--- src/rtl/ssr_pkg.sv ---
// ----------------------------------------------------------------------------
// ssr_pkg
// Shared constants for the scanline span rasteriser: shape codes, register
// indexes, fixed field widths and register reset values.
// ----------------------------------------------------------------------------
`default_nettype none

package ssr_pkg;

  // Shape codes carried in the action field
  localparam logic [1:0] ACT_FILL    = 2'd0;
  localparam logic [1:0] ACT_OUTLINE = 2'd1;
  localparam logic [1:0] ACT_CIRCLE  = 2'd2;

  // Configuration register indexes
  localparam int unsigned CFG_INDEX_W = 2;
  localparam logic [CFG_INDEX_W-1:0] REG_SCREEN_WIDTH  = 2'd0;
  localparam logic [CFG_INDEX_W-1:0] REG_SCREEN_HEIGHT = 2'd1;
  localparam logic [CFG_INDEX_W-1:0] REG_ROW_PITCH     = 2'd2;

  // Fixed field widths
  localparam int unsigned ACTION_W = 2;
  localparam int unsigned SIZE_W   = 12;  // rect_width, rect_height, row_step
  localparam int unsigned SCREEN_W = 13;  // screen_width, screen_height, columns, rows
  localparam int unsigned PITCH_W  = 14;
  localparam int unsigned CFG_DATA_W = 14;
  localparam int unsigned OFFSET_W = 25;
  localparam int unsigned LENGTH_W = 13;
  localparam int unsigned COLOUR_W = 32;

  // Register reset values
  localparam logic [SCREEN_W-1:0] SCREEN_WIDTH_RST  = 13'd640;
  localparam logic [SCREEN_W-1:0] SCREEN_HEIGHT_RST = 13'd480;
  localparam logic [PITCH_W-1:0]  ROW_PITCH_RST     = 14'd640;

endpackage

`default_nettype wire

--- src/rtl/ssr_if.sv ---
// ----------------------------------------------------------------------------
// ssr_if
// Valid/ready channels of the span rasteriser: the row request channel and
// the pixel run channel.
// ----------------------------------------------------------------------------
`default_nettype none

interface ssr_req_if import ssr_pkg::*; #(
  parameter int COORD_BITS  = 16,
  parameter int RADIUS_BITS = 11
) ();
  logic                         valid;
  logic                         ready;
  logic [ACTION_W-1:0]          action;
  logic signed [COORD_BITS-1:0] x_pos;
  logic signed [COORD_BITS-1:0] y_pos;
  logic [SIZE_W-1:0]            rect_width;
  logic [SIZE_W-1:0]            rect_height;
  logic [RADIUS_BITS-1:0]       radius;
  logic [SIZE_W-1:0]            row_step;
  logic [COLOUR_W-1:0]          colour;

  modport source (output valid, action, x_pos, y_pos, rect_width, rect_height,
                  radius, row_step, colour, input ready);
  modport sink   (input valid, action, x_pos, y_pos, rect_width, rect_height,
                  radius, row_step, colour, output ready);
endinterface

interface ssr_run_if import ssr_pkg::*; ();
  logic                valid;
  logic                ready;
  logic [OFFSET_W-1:0] word_offset;
  logic [LENGTH_W-1:0] run_length;
  logic [COLOUR_W-1:0] pixel_value;
  logic                last;

  modport source (output valid, word_offset, run_length, pixel_value, last,
                  input ready);
  modport sink   (input valid, word_offset, run_length, pixel_value, last,
                  output ready);
endinterface

`default_nettype wire

--- src/rtl/scanline_span_rasterizer.sv ---
// A request passes stage 0, the square-root stages and stages A to D to its first beat.
// Throughput: one request per cycle while run.ready is high; an outline interior row
// wider than one pixel holds the output register for a second beat, stalling the pipe.
// The square root takes one pipeline stage per root bit (RADIUS_BITS stages).
// Reset (rst, synchronous) empties the pipeline and loads screen 640 x 480, pitch 640.
// ----------------------------------------------------------------------------
// scanline_span_rasterizer
// Clips one row of a filled rectangle, rectangle outline or filled circle to
// the screen and emits pixel runs as word offset, length and colour.
// ----------------------------------------------------------------------------
`default_nettype none

module scanline_span_rasterizer import ssr_pkg::*; #(
  parameter int COORD_BITS  = 16,
  parameter int RADIUS_BITS = 11
) (
  input  wire logic                   clk,
  input  wire logic                   rst,
  input  wire logic                   cfg_write,
  input  wire logic [CFG_INDEX_W-1:0] cfg_index,
  input  wire logic [CFG_DATA_W-1:0]  cfg_data,
  ssr_req_if.sink                     req,
  ssr_run_if.source                   run
);

  localparam int RB = RADIUS_BITS;
  localparam int NW = 2 * RB;                           // radicand width
  localparam int CW = COORD_BITS + 4;                   // signed working width
  localparam int EW = (RB + 1 > SIZE_W) ? RB + 1 : SIZE_W;
  localparam int PW = 2 * RB + 2;                       // radicand product width

  typedef struct packed {
    logic [ACTION_W-1:0] act;
    logic signed [CW-1:0] row;
    logic signed [CW-1:0] x;
    logic [SIZE_W-1:0]   wid;
    logic                interior;
    logic [COLOUR_W-1:0] colour;
  } pay_t;

  // --------------------------------------------------------------------------
  // Configuration registers
  // --------------------------------------------------------------------------
  logic [SCREEN_W-1:0] scr_w;
  logic [SCREEN_W-1:0] scr_h;
  logic [PITCH_W-1:0]  pitch;

  always_ff @(posedge clk) begin
    if (rst) begin
      scr_w <= SCREEN_WIDTH_RST;
      scr_h <= SCREEN_HEIGHT_RST;
      pitch <= ROW_PITCH_RST;
    end else if (cfg_write) begin
      unique case (cfg_index)
        REG_SCREEN_WIDTH:  scr_w <= cfg_data[SCREEN_W-1:0];
        REG_SCREEN_HEIGHT: scr_h <= cfg_data[SCREEN_W-1:0];
        REG_ROW_PITCH:     pitch <= cfg_data[PITCH_W-1:0];
        default: ;
      endcase
    end
  end

  // --------------------------------------------------------------------------
  // Pipeline registers and load enables
  // --------------------------------------------------------------------------
  logic              sq_v   [0:RB];
  logic [NW-1:0]     sq_rem [0:RB];
  logic [RB-1:0]     sq_q   [0:RB];
  pay_t              sq_pay [0:RB];
  logic              ld_sq  [0:RB];

  logic                 va, vb, vc, vd;
  logic                 ld_a, ld_b, ld_c, ld_d;
  logic signed [CW-1:0] xa, la;
  logic [SCREEN_W-1:0]  rowa, rowb;
  logic                 interior_a;
  logic [COLOUR_W-1:0]  colour_a, colour_b, colour_c, colour_d;
  logic [SCREEN_W-1:0]  colb;
  logic [LENGTH_W-1:0]  lenb, lenc, lend;
  logic                 two_b, two_c, two_d;
  logic [OFFSET_W-1:0]  prodc;
  logic [SCREEN_W-1:0]  colc, col_endc;
  logic [OFFSET_W-1:0]  off0, off1;
  logic                 phase;
  logic                 beat_done, item_done;

  assign beat_done = run.valid && run.ready;
  assign item_done = beat_done && (!two_d || phase);

  // A stage loads when it is empty or its contents move on this cycle
  assign ld_d = !vd || item_done;
  assign ld_c = !vc || ld_d;
  assign ld_b = !vb || ld_c;
  assign ld_a = !va || ld_b;
  assign ld_sq[RB] = !sq_v[RB] || ld_a;

  genvar j;
  generate
    for (j = 0; j < RB; j++) begin : g_ld
      assign ld_sq[j] = !sq_v[j] || ld_sq[j+1];
    end
  endgenerate

  assign req.ready = ld_sq[0];

  // --------------------------------------------------------------------------
  // Stage 0: decode, shape range check, radicand r*r - (r-i)*(r-i) = i*(2r-i)
  // --------------------------------------------------------------------------
  logic                 is_rect, is_circ, kill0, interior0;
  logic [EW-1:0]        ii, two_r, diff;
  logic [PW-1:0]        prod0;
  logic signed [CW-1:0] y_s, i_s, r_s, row0;
  pay_t                 pay0;

  always_comb begin
    is_rect = (req.action == ACT_FILL) || (req.action == ACT_OUTLINE);
    is_circ = (req.action == ACT_CIRCLE);
    ii      = EW'(req.row_step);
    two_r   = EW'({req.radius, 1'b0});
    diff    = two_r - ii;
    prod0   = PW'(diff[RB:0]) * PW'(ii[RB:0]);
    y_s     = CW'(req.y_pos);
    i_s     = $signed(CW'(req.row_step));
    r_s     = $signed(CW'(req.radius));
    row0    = is_circ ? (y_s - r_s + i_s) : (y_s + i_s);
    kill0   = !(is_rect || is_circ)
              || (is_rect && (req.row_step >= req.rect_height))
              || (is_circ && (ii >= two_r));
    interior0 = (req.action == ACT_OUTLINE) && (req.row_step != '0)
                && ((SCREEN_W'(req.row_step) + SCREEN_W'(1)) < SCREEN_W'(req.rect_height));
    pay0.act      = req.action;
    pay0.row      = row0;
    pay0.x        = CW'(req.x_pos);
    pay0.wid      = req.rect_width;
    pay0.interior = interior0;
    pay0.colour   = req.colour;
  end

  always_ff @(posedge clk) begin
    if (rst) begin
      sq_v[0] <= 1'b0;
    end else if (ld_sq[0]) begin
      sq_v[0] <= req.valid && !kill0;
    end
  end

  always_ff @(posedge clk) begin
    if (ld_sq[0]) begin
      sq_rem[0] <= prod0[NW-1:0];
      sq_q[0]   <= '0;
      sq_pay[0] <= pay0;
    end
  end

  // --------------------------------------------------------------------------
  // Square root: one root bit per stage, most significant first.
  // Keep rem = n - q*q; try q + 2^k, which costs q*2^(k+1) + 4^k.
  // --------------------------------------------------------------------------
  generate
    for (j = 0; j < RB; j++) begin : g_sqrt
      localparam int K = RB - 1 - j;
      logic [NW:0] sub;
      logic        ge;

      assign sub = ((NW+1)'(sq_q[j]) << (K + 1)) + ((NW+1)'(1) << (2 * K));
      assign ge  = (NW+1)'(sq_rem[j]) >= sub;

      always_ff @(posedge clk) begin
        if (rst) begin
          sq_v[j+1] <= 1'b0;
        end else if (ld_sq[j+1]) begin
          sq_v[j+1] <= sq_v[j];
        end
      end

      always_ff @(posedge clk) begin
        if (ld_sq[j+1]) begin
          sq_rem[j+1] <= ge ? (sq_rem[j] - sub[NW-1:0]) : sq_rem[j];
          sq_q[j+1]   <= ge ? (sq_q[j] | (RB'(1) << K)) : sq_q[j];
          sq_pay[j+1] <= sq_pay[j];
        end
      end
    end
  endgenerate

  // --------------------------------------------------------------------------
  // Stage A: pick start and length, vertical clip, left clip
  // --------------------------------------------------------------------------
  logic signed [CW-1:0] half_s, row_s, xa_next, la_next;
  logic                 kill_a;

  always_comb begin
    half_s = $signed(CW'(sq_q[RB]));
    row_s  = $signed(sq_pay[RB].row);
    if (sq_pay[RB].act == ACT_CIRCLE) begin
      la_next = half_s + half_s;
      xa_next = $signed(sq_pay[RB].x) - half_s;
    end else begin
      la_next = $signed(CW'(sq_pay[RB].wid));
      xa_next = $signed(sq_pay[RB].x);
    end
    kill_a = (row_s < 0) || (row_s >= $signed(CW'(scr_h)));
    if (xa_next < 0) begin
      la_next = la_next + xa_next;
      xa_next = '0;
    end
  end

  always_ff @(posedge clk) begin
    if (rst) begin
      va <= 1'b0;
    end else if (ld_a) begin
      va <= sq_v[RB] && !kill_a;
    end
  end

  always_ff @(posedge clk) begin
    if (ld_a) begin
      xa         <= xa_next;
      la         <= la_next;
      rowa       <= row_s[SCREEN_W-1:0];
      interior_a <= sq_pay[RB].interior;
      colour_a   <= sq_pay[RB].colour;
    end
  end

  // --------------------------------------------------------------------------
  // Stage B: right clip, drop empty runs
  // --------------------------------------------------------------------------
  logic signed [CW-1:0] w_s, end_b, lb;
  logic                 kill_b;

  always_comb begin
    w_s    = $signed(CW'(scr_w));
    end_b  = xa + la;
    lb     = (end_b >= w_s) ? (w_s - xa) : la;
    kill_b = (lb <= 0);
  end

  always_ff @(posedge clk) begin
    if (rst) begin
      vb <= 1'b0;
    end else if (ld_b) begin
      vb <= va && !kill_b;
    end
  end

  always_ff @(posedge clk) begin
    if (ld_b) begin
      colb     <= xa[SCREEN_W-1:0];
      lenb     <= lb[LENGTH_W-1:0];
      rowb     <= rowa;
      two_b    <= interior_a && (lb != 1);
      colour_b <= colour_a;
    end
  end

  // --------------------------------------------------------------------------
  // Stage C: row times pitch, right end column
  // --------------------------------------------------------------------------
  always_ff @(posedge clk) begin
    if (rst) begin
      vc <= 1'b0;
    end else if (ld_c) begin
      vc <= vb;
    end
  end

  always_ff @(posedge clk) begin
    if (ld_c) begin
      prodc    <= OFFSET_W'(rowb) * OFFSET_W'(pitch);
      colc     <= colb;
      col_endc <= colb + SCREEN_W'(lenb) - SCREEN_W'(1);
      lenc     <= lenb;
      two_c    <= two_b;
      colour_c <= colour_b;
    end
  end

  // --------------------------------------------------------------------------
  // Stage D: output register; an outline interior row wider than one pixel gives two beats
  // --------------------------------------------------------------------------
  always_ff @(posedge clk) begin
    if (rst) begin
      vd    <= 1'b0;
      phase <= 1'b0;
    end else begin
      if (ld_d) begin
        vd    <= vc;
        phase <= 1'b0;
      end else if (beat_done) begin
        phase <= 1'b1;
      end
    end
  end

  always_ff @(posedge clk) begin
    if (ld_d) begin
      off0     <= prodc + OFFSET_W'(colc);
      off1     <= prodc + OFFSET_W'(col_endc);
      lend     <= lenc;
      two_d    <= two_c;
      colour_d <= colour_c;
    end
  end

  assign run.valid       = vd;
  assign run.word_offset = phase ? off1 : off0;
  assign run.run_length  = two_d ? LENGTH_W'(1) : lend;
  assign run.pixel_value = colour_d;
  assign run.last        = !two_d || phase;

endmodule

`default_nettype wire
--- src/flat_wrapper.sv ---
// flat-port wrapper written by rule: the top's interface ports become plain ports
module scanline_span_rasterizer_flat import ssr_pkg::*;
#(
  parameter int COORD_BITS  = 16,
  parameter int RADIUS_BITS = 11
)
  (clk, rst, cfg_write, cfg_index, cfg_data, req_valid, req_action, req_x_pos, req_y_pos, req_rect_width, req_rect_height, req_radius, req_row_step, req_colour, req_ready, run_valid, run_word_offset, run_run_length, run_pixel_value, run_last, run_ready);
  ssr_req_if #(.COORD_BITS(COORD_BITS), .RADIUS_BITS(RADIUS_BITS)) req_i ();
  ssr_run_if run_i ();
  input  wire logic clk;
  input  wire logic rst;
  input  wire logic cfg_write;
  input  wire logic [CFG_INDEX_W-1:0] cfg_index;
  input  wire logic [CFG_DATA_W-1:0] cfg_data;
  input wire logic [$bits(req_i.valid)-1:0] req_valid;
  input wire logic [$bits(req_i.action)-1:0] req_action;
  input wire logic [$bits(req_i.x_pos)-1:0] req_x_pos;
  input wire logic [$bits(req_i.y_pos)-1:0] req_y_pos;
  input wire logic [$bits(req_i.rect_width)-1:0] req_rect_width;
  input wire logic [$bits(req_i.rect_height)-1:0] req_rect_height;
  input wire logic [$bits(req_i.radius)-1:0] req_radius;
  input wire logic [$bits(req_i.row_step)-1:0] req_row_step;
  input wire logic [$bits(req_i.colour)-1:0] req_colour;
  output wire logic [$bits(req_i.ready)-1:0] req_ready;
  output wire logic [$bits(run_i.valid)-1:0] run_valid;
  output wire logic [$bits(run_i.word_offset)-1:0] run_word_offset;
  output wire logic [$bits(run_i.run_length)-1:0] run_run_length;
  output wire logic [$bits(run_i.pixel_value)-1:0] run_pixel_value;
  output wire logic [$bits(run_i.last)-1:0] run_last;
  input wire logic [$bits(run_i.ready)-1:0] run_ready;
  assign req_i.valid = req_valid;
  assign req_i.action = req_action;
  assign req_i.x_pos = req_x_pos;
  assign req_i.y_pos = req_y_pos;
  assign req_i.rect_width = req_rect_width;
  assign req_i.rect_height = req_rect_height;
  assign req_i.radius = req_radius;
  assign req_i.row_step = req_row_step;
  assign req_i.colour = req_colour;
  assign req_ready = req_i.ready;
  assign run_valid = run_i.valid;
  assign run_word_offset = run_i.word_offset;
  assign run_run_length = run_i.run_length;
  assign run_pixel_value = run_i.pixel_value;
  assign run_last = run_i.last;
  assign run_i.ready = run_ready;
  scanline_span_rasterizer #(.COORD_BITS(COORD_BITS), .RADIUS_BITS(RADIUS_BITS)) u_core (.clk(clk), .rst(rst), .cfg_write(cfg_write), .cfg_index(cfg_index), .cfg_data(cfg_data), .req(req_i), .run(run_i));
endmodule
--- config.mk ---
export PLATFORM = sky130hd
export DESIGN_NAME = scanline_span_rasterizer_flat
export DESIGN_NICKNAME = d
export VERILOG_FILES = /design/src/rtl/ssr_pkg.sv /design/src/rtl/ssr_if.sv /design/src/rtl/scanline_span_rasterizer.sv /design/src/flat_wrapper.sv
export SDC_FILE = /design/constraint.sdc
export NUM_CORES = 2
export LEC_CHECK = 0
export BUFFER_PORTS_ARGS = -buffer_cell sky130_fd_sc_hd__buf_4
export CAP_MARGIN = 40
export CORE_ASPECT_RATIO = 0.5
export CORE_UTILIZATION = 53
export CTS_BUF_LIST = sky130_fd_sc_hd__clkbuf_16
export DETAILED_ROUTE_END_ITERATION = 10
export GPL_ROUTABILITY_DRIVEN = 0
export GPL_TIMING_DRIVEN = 0
export PLACE_DENSITY = 0.7
export SYNTH_ARGS = -nofsm -noshare
export SYNTH_HDL_FRONTEND = slang
export SYNTH_SLANG_ARGS = --single-unit
--- constraint.sdc ---
create_clock -name clk -period 20.9 [get_ports clk]
set_input_delay 4.18 -clock clk [delete_from_list [all_inputs] [get_ports clk]]
set_output_delay 4.18 -clock clk [all_outputs]
set_load 0.01 [all_outputs]
# After elaboration in Yosys (flattened, before gate mapping)
# Memories as Yosys holds them, arrays and structs flattened.
# Cells that the tools add are included.
# op_classes
n_lt_le_gt_ge	19
muxes	91
multipliers	2
bitwise_logic	12
n_reduce_logical	60
n_eq_ne	6
addsub	36
# ops
operator	n
$ge 22x23->1	11
$mux 22	11
$sub 22x22->22	11
$mux 20	5
$mux 1	63
$add 25x13->25	2
$add 20x20->20	2
$ge 20x14->1	2
$lt 20x1->1 const B	2
$add 12x1->13 const B	2
$mul 13x14->25	1
$mux 25	1
$ge 12x12->1	2
$add 22x21->23 const B	1
$add 21x19->22 const B	1
$logic_or 1x1->1	22
$mul 12x12->22	1
$add 20x17->21 const B	1
$logic_not 1->1	21
$add 19x15->20 const B	1
$add 20x13->20	1
$le 20x1->1 const B	1
$ne 20x2->1 const B	1
$sub 14x20->20	1
other kinds (33)	59
# word_totals
out_inout_bits	73
register_bits	396
mem_count	4
wordCells	259
ramBits	1452
# mem_list
name	depth	width	rd	rd_ports_with_merged_regs	write_ports	line_no	source
u_core.sq_pay	12	87	12	0	12	scanline_span_rasterizer.sv:69	pay_t sq_pay [0:RB];
u_core.sq_rem	12	22	11	0	12	scanline_span_rasterizer.sv:67	logic [NW-1:0] sq_rem [0:RB];
u_core.sq_q	12	11	12	0	12	scanline_span_rasterizer.sv:68	logic [RB-1:0] sq_q [0:RB];
u_core.sq_v	12	1	12	0	12	scanline_span_rasterizer.sv:66	logic sq_v [0:RB];

# Depth between registers and ports, before layout
# depth
word_depth	23
mapped_depth	29
ltp_nobuf	28

# Least setup slack after synthesis
# No wires, ideal clock.
# synth_path
kind	input to output
from	input run_ready
to	output req_ready
n_path_buf	0
path_stages	8
arrival_time_ns	13.293
slack_ns	3.427
cell_sequence	a21boi_0 > nand4_1 > nor2_1 > and2_1 > inv_1 > nor2_1 > and2_0 > nand4_1
# synth_rtl
element	line_no	source
start: declaration	flat_wrapper.sv:30	input wire logic [$bits(run_i.ready)-1:0] run_ready;
end: declaration	flat_wrapper.sv:24	output wire logic [$bits(req_i.ready)-1:0] req_ready;

==> results.ini <==
[status]
status = finished, final reports clean

[worst_hold_path]
whs_path_depth = 0
min_path_type = flip-flop to flip-flop

[clock_tree]
cts_sinks = 1712
cts_tree = yes
cts_hold_buffers = 0
post_cts_buffers = 0
cts_root_buf = clkbuf_16
clk_latency_ps = 790
numCtsBuffers = 151
path_clk_slew_ps = 70
post_cts_resized = 0
h-tree-depth = 4
cts_buffer_depth = 4

[yosys]
netlist_area_um2 = 76200
synthArstFlopShare = 0
ys_warn_count = 0
synthXorXnorAreaFrac = 0.0302
synthMuxAreaShare = 0.00846
synth-seq-cells = 1712
postSynthCellCount = 5211
synth_area_per_cell_um2 = 14.6
synth_area_leader_cell = edfxtp_1
synth_top_family_by_area = adder cells
synth_seq_area_share = 0.669
yosys.area_share.simple = 0.0782
ys_top_cells_by_area = edfxtp_1, ha_1, fa_1
synth_edf_count = 1667
synthAdderAreaFrac = 0.128
yosysUniqueCellTypes = 75
synth_top_cell_area_share = 0.657
synth_compound_area_frac = 0.0536
ys.flop_type = edfxtp_1

[global_routing]
grt_pass1_vias = 40800
grtUsageMet3 = 0.0319
grt_pass1_wl_mm = 220
grt_util_all_layers = 0.191
grt_start_max_net_pins = 78
met1_usage = 0.257
use_met2 = 0.320
grt_overflow = 0
grt_busiest_layer = met2
grt_antenna_before_repair = 4

[detailed_routing]
drc = 0
ant_nets = 0
routed_via_density = 5.35
wl_per_cell_um = 18.4
vias = 40600
drt_iter0_drc = 3215
routed_wl_mm = 140
dr.pass1.iters = 6

[floorplanning]
die_area_um2 = 145000
fp.dieW_um = 538
die_y_um = 270
start_util = 0.539
core_um2 = 141000
io_pins = 207
rows = 97

[worst_setup_path]
crit_path_max_fanout = 77
setup.worst_path.start_class = input port
arrival_ps = 9040
endpoint_kind = primary output
slowest_delay_ps = 700
rr_worst_depth = 20
crit_required_ps = 16720
crit_chain = buf_4 -> a21boi_0 -> buf_2 -> nand4_1 -> nor2_1 -> and2_1 -> inv_6 -> buf_16 -> nor2_1 -> and2_0 -> nand4_1 -> buf_6 -> buf_6 -> buf_4
critPathKind = input port to primary output
slowest_stage = nand4_1

[power_and_ir_drop]
power_density_nw_per_um2 = 132
leakage_nw = 35.1
worst_ir_drop_vdd_v = 0.000322

[placement]
dpl-instance-area_um2 = 80800
dp_hpwl_mm = 102
port_buffers = 204

[timing]
holdWs_ps = 369
worst_pin_slew_ps = 923
fin_crit_sh = 0.633
period_minus_slack_ps = 13220
finalClockSkew_ps = 68.2
rsz0062_at_grt = false
slew_headroom = 0.379
slew_viol_final = 0
hold_violations = 0
setup_viol = 0
fmax_ghz = 0.0756

[layout]
fin_area_um2 = 85500
final_util = 0.606
area_delta_synth_final_pct = 12.3
nFillCells = 10400
drive_gt1_frac = 0.0932
num-nets-final = 6371

[job]
drv_cap = 0

==> routing by layer <==
metal | wire, um | part of all wire
met1 | 61600 | 0.44
met2 | 66700 | 0.48
met3 | 7140 | 0.051
met4 | 4060 | 0.029
met5 | 0 | 0
==> synthesized netlist by cell type, types with 91 or more instances <==
cell type  instances
edfxtp_1        1667
clkbuf_1         100
a21oi_1          209
nand2_1          438
and2_1           117
xor2_1            94
nor3_1            91
ha_1             393
xnor2_1          169
o21ai_0          159
inv_1            562
nor2_1           220
fa_1             241
==> cell usage in the layout, fill, tap and decap left out, drive strengths merged, types with 40 or more instances in the layout <==
cell / n
xor2: 94
nor2: 220
ha: 393
o21a: 41
edfxtp: 1667
a21oi: 210
nand3: 58
clkbuf: 253
inv: 601
nand2b: 40
o21ai: 162
xnor2: 169
nand2: 438
mux2: 51
nor3: 91
fa: 241
a21o: 83
dfxtp: 45
nor2b: 55
and2: 118
buf: 240
clkinv: 50
==> sequential cells by signal, summed over array words and instances (netlist names), 14 cells and up <==
| register | count |
|---|---|
| u_core.sq_pay | 996 |
| u_core.sq_rem | 242 |
| u_core.sq_q | 66 |
| u_core.colour_a | 32 |
| u_core.colour_b | 32 |
| u_core.colour_c | 32 |
| u_core.run.pixel_value | 32 |
| u_core.off0 | 25 |
| u_core.off1 | 25 |
| u_core.prodc | 25 |
| u_core.la | 20 |
| u_core.xa | 20 |
| u_core.pitch | 14 |
==> final timing paths <==
kind | start | end | slack, ps
setup / recovery | run_ready | req_ready | 7680
hold reg to reg | u_core.colour_a[25] | u_core.colour_b[25] | 370
hold / removal | u_core.colour_a[25] | u_core.colour_b[25] | 370
setup reg to reg | u_core.rowb[3] | u_core.prodc[23] | 14490
==> where the power goes <==
part           switching, mW  internal [mW]
Sequential             0.324           4.66
Clock                   1.17           1.50
Combinational           2.04           1.60
==> cells by family after synthesis <==
group                      after synthesis
adders and majority gates              634
and+or+nand+nor                       1220
xor gates and xnor gates               263
muxes                                   58
buffers and inverters                  666
AOI/OAI and AO/OA                      657
other                                    1
DFF                                   1712
==> area by class of cell <==
class / count / area (um2) / area share
antenna: 1 / 2.50 / 0.0000293
buffer: 103 / 405 / 0.00474
clock buffer: 153 / 3830 / 0.0448
clock inverter: 106 / 876 / 0.0102
inverter: 563 / 2130 / 0.0249
multi-input combinational: 2835 / 22800 / 0.267
sequential: 1712 / 51000 / 0.596
tap: 1881 / 2350 / 0.0275
timing repair buffer: 237 / 2180 / 0.0255
==> metrics by stage <==
| stage | TNS [ps] | power [mW] | std cells | setup slack, ps |
|---|---|---|---|---|
| final | 0 | 11.3 | 7591 | 7680 |
| after global routing | 0 | 12.0 | 7591 | 7320 |
| after CTS | 0 | 11.4 | 7590 | 7560 |
| after detailed placement | 0 | 8.68 | 7331 | 7590 |
| after global placement | -3160 | 8.52 | 7298 | -2890 |
| after floorplan | 0 | 7.66 | 5213 | 3430 |
==> critical path: cells and delay by family <==
| family | cells | cell delay (ps) |
|---|---|---|
| and+or+nand+nor | 6 | 2790 |
| AOI/OAI and AO/OA | 1 | 370 |
| buffers and inverters | 7 | 1660 |
Note: power is estimated with default switching activity, not from simulation.
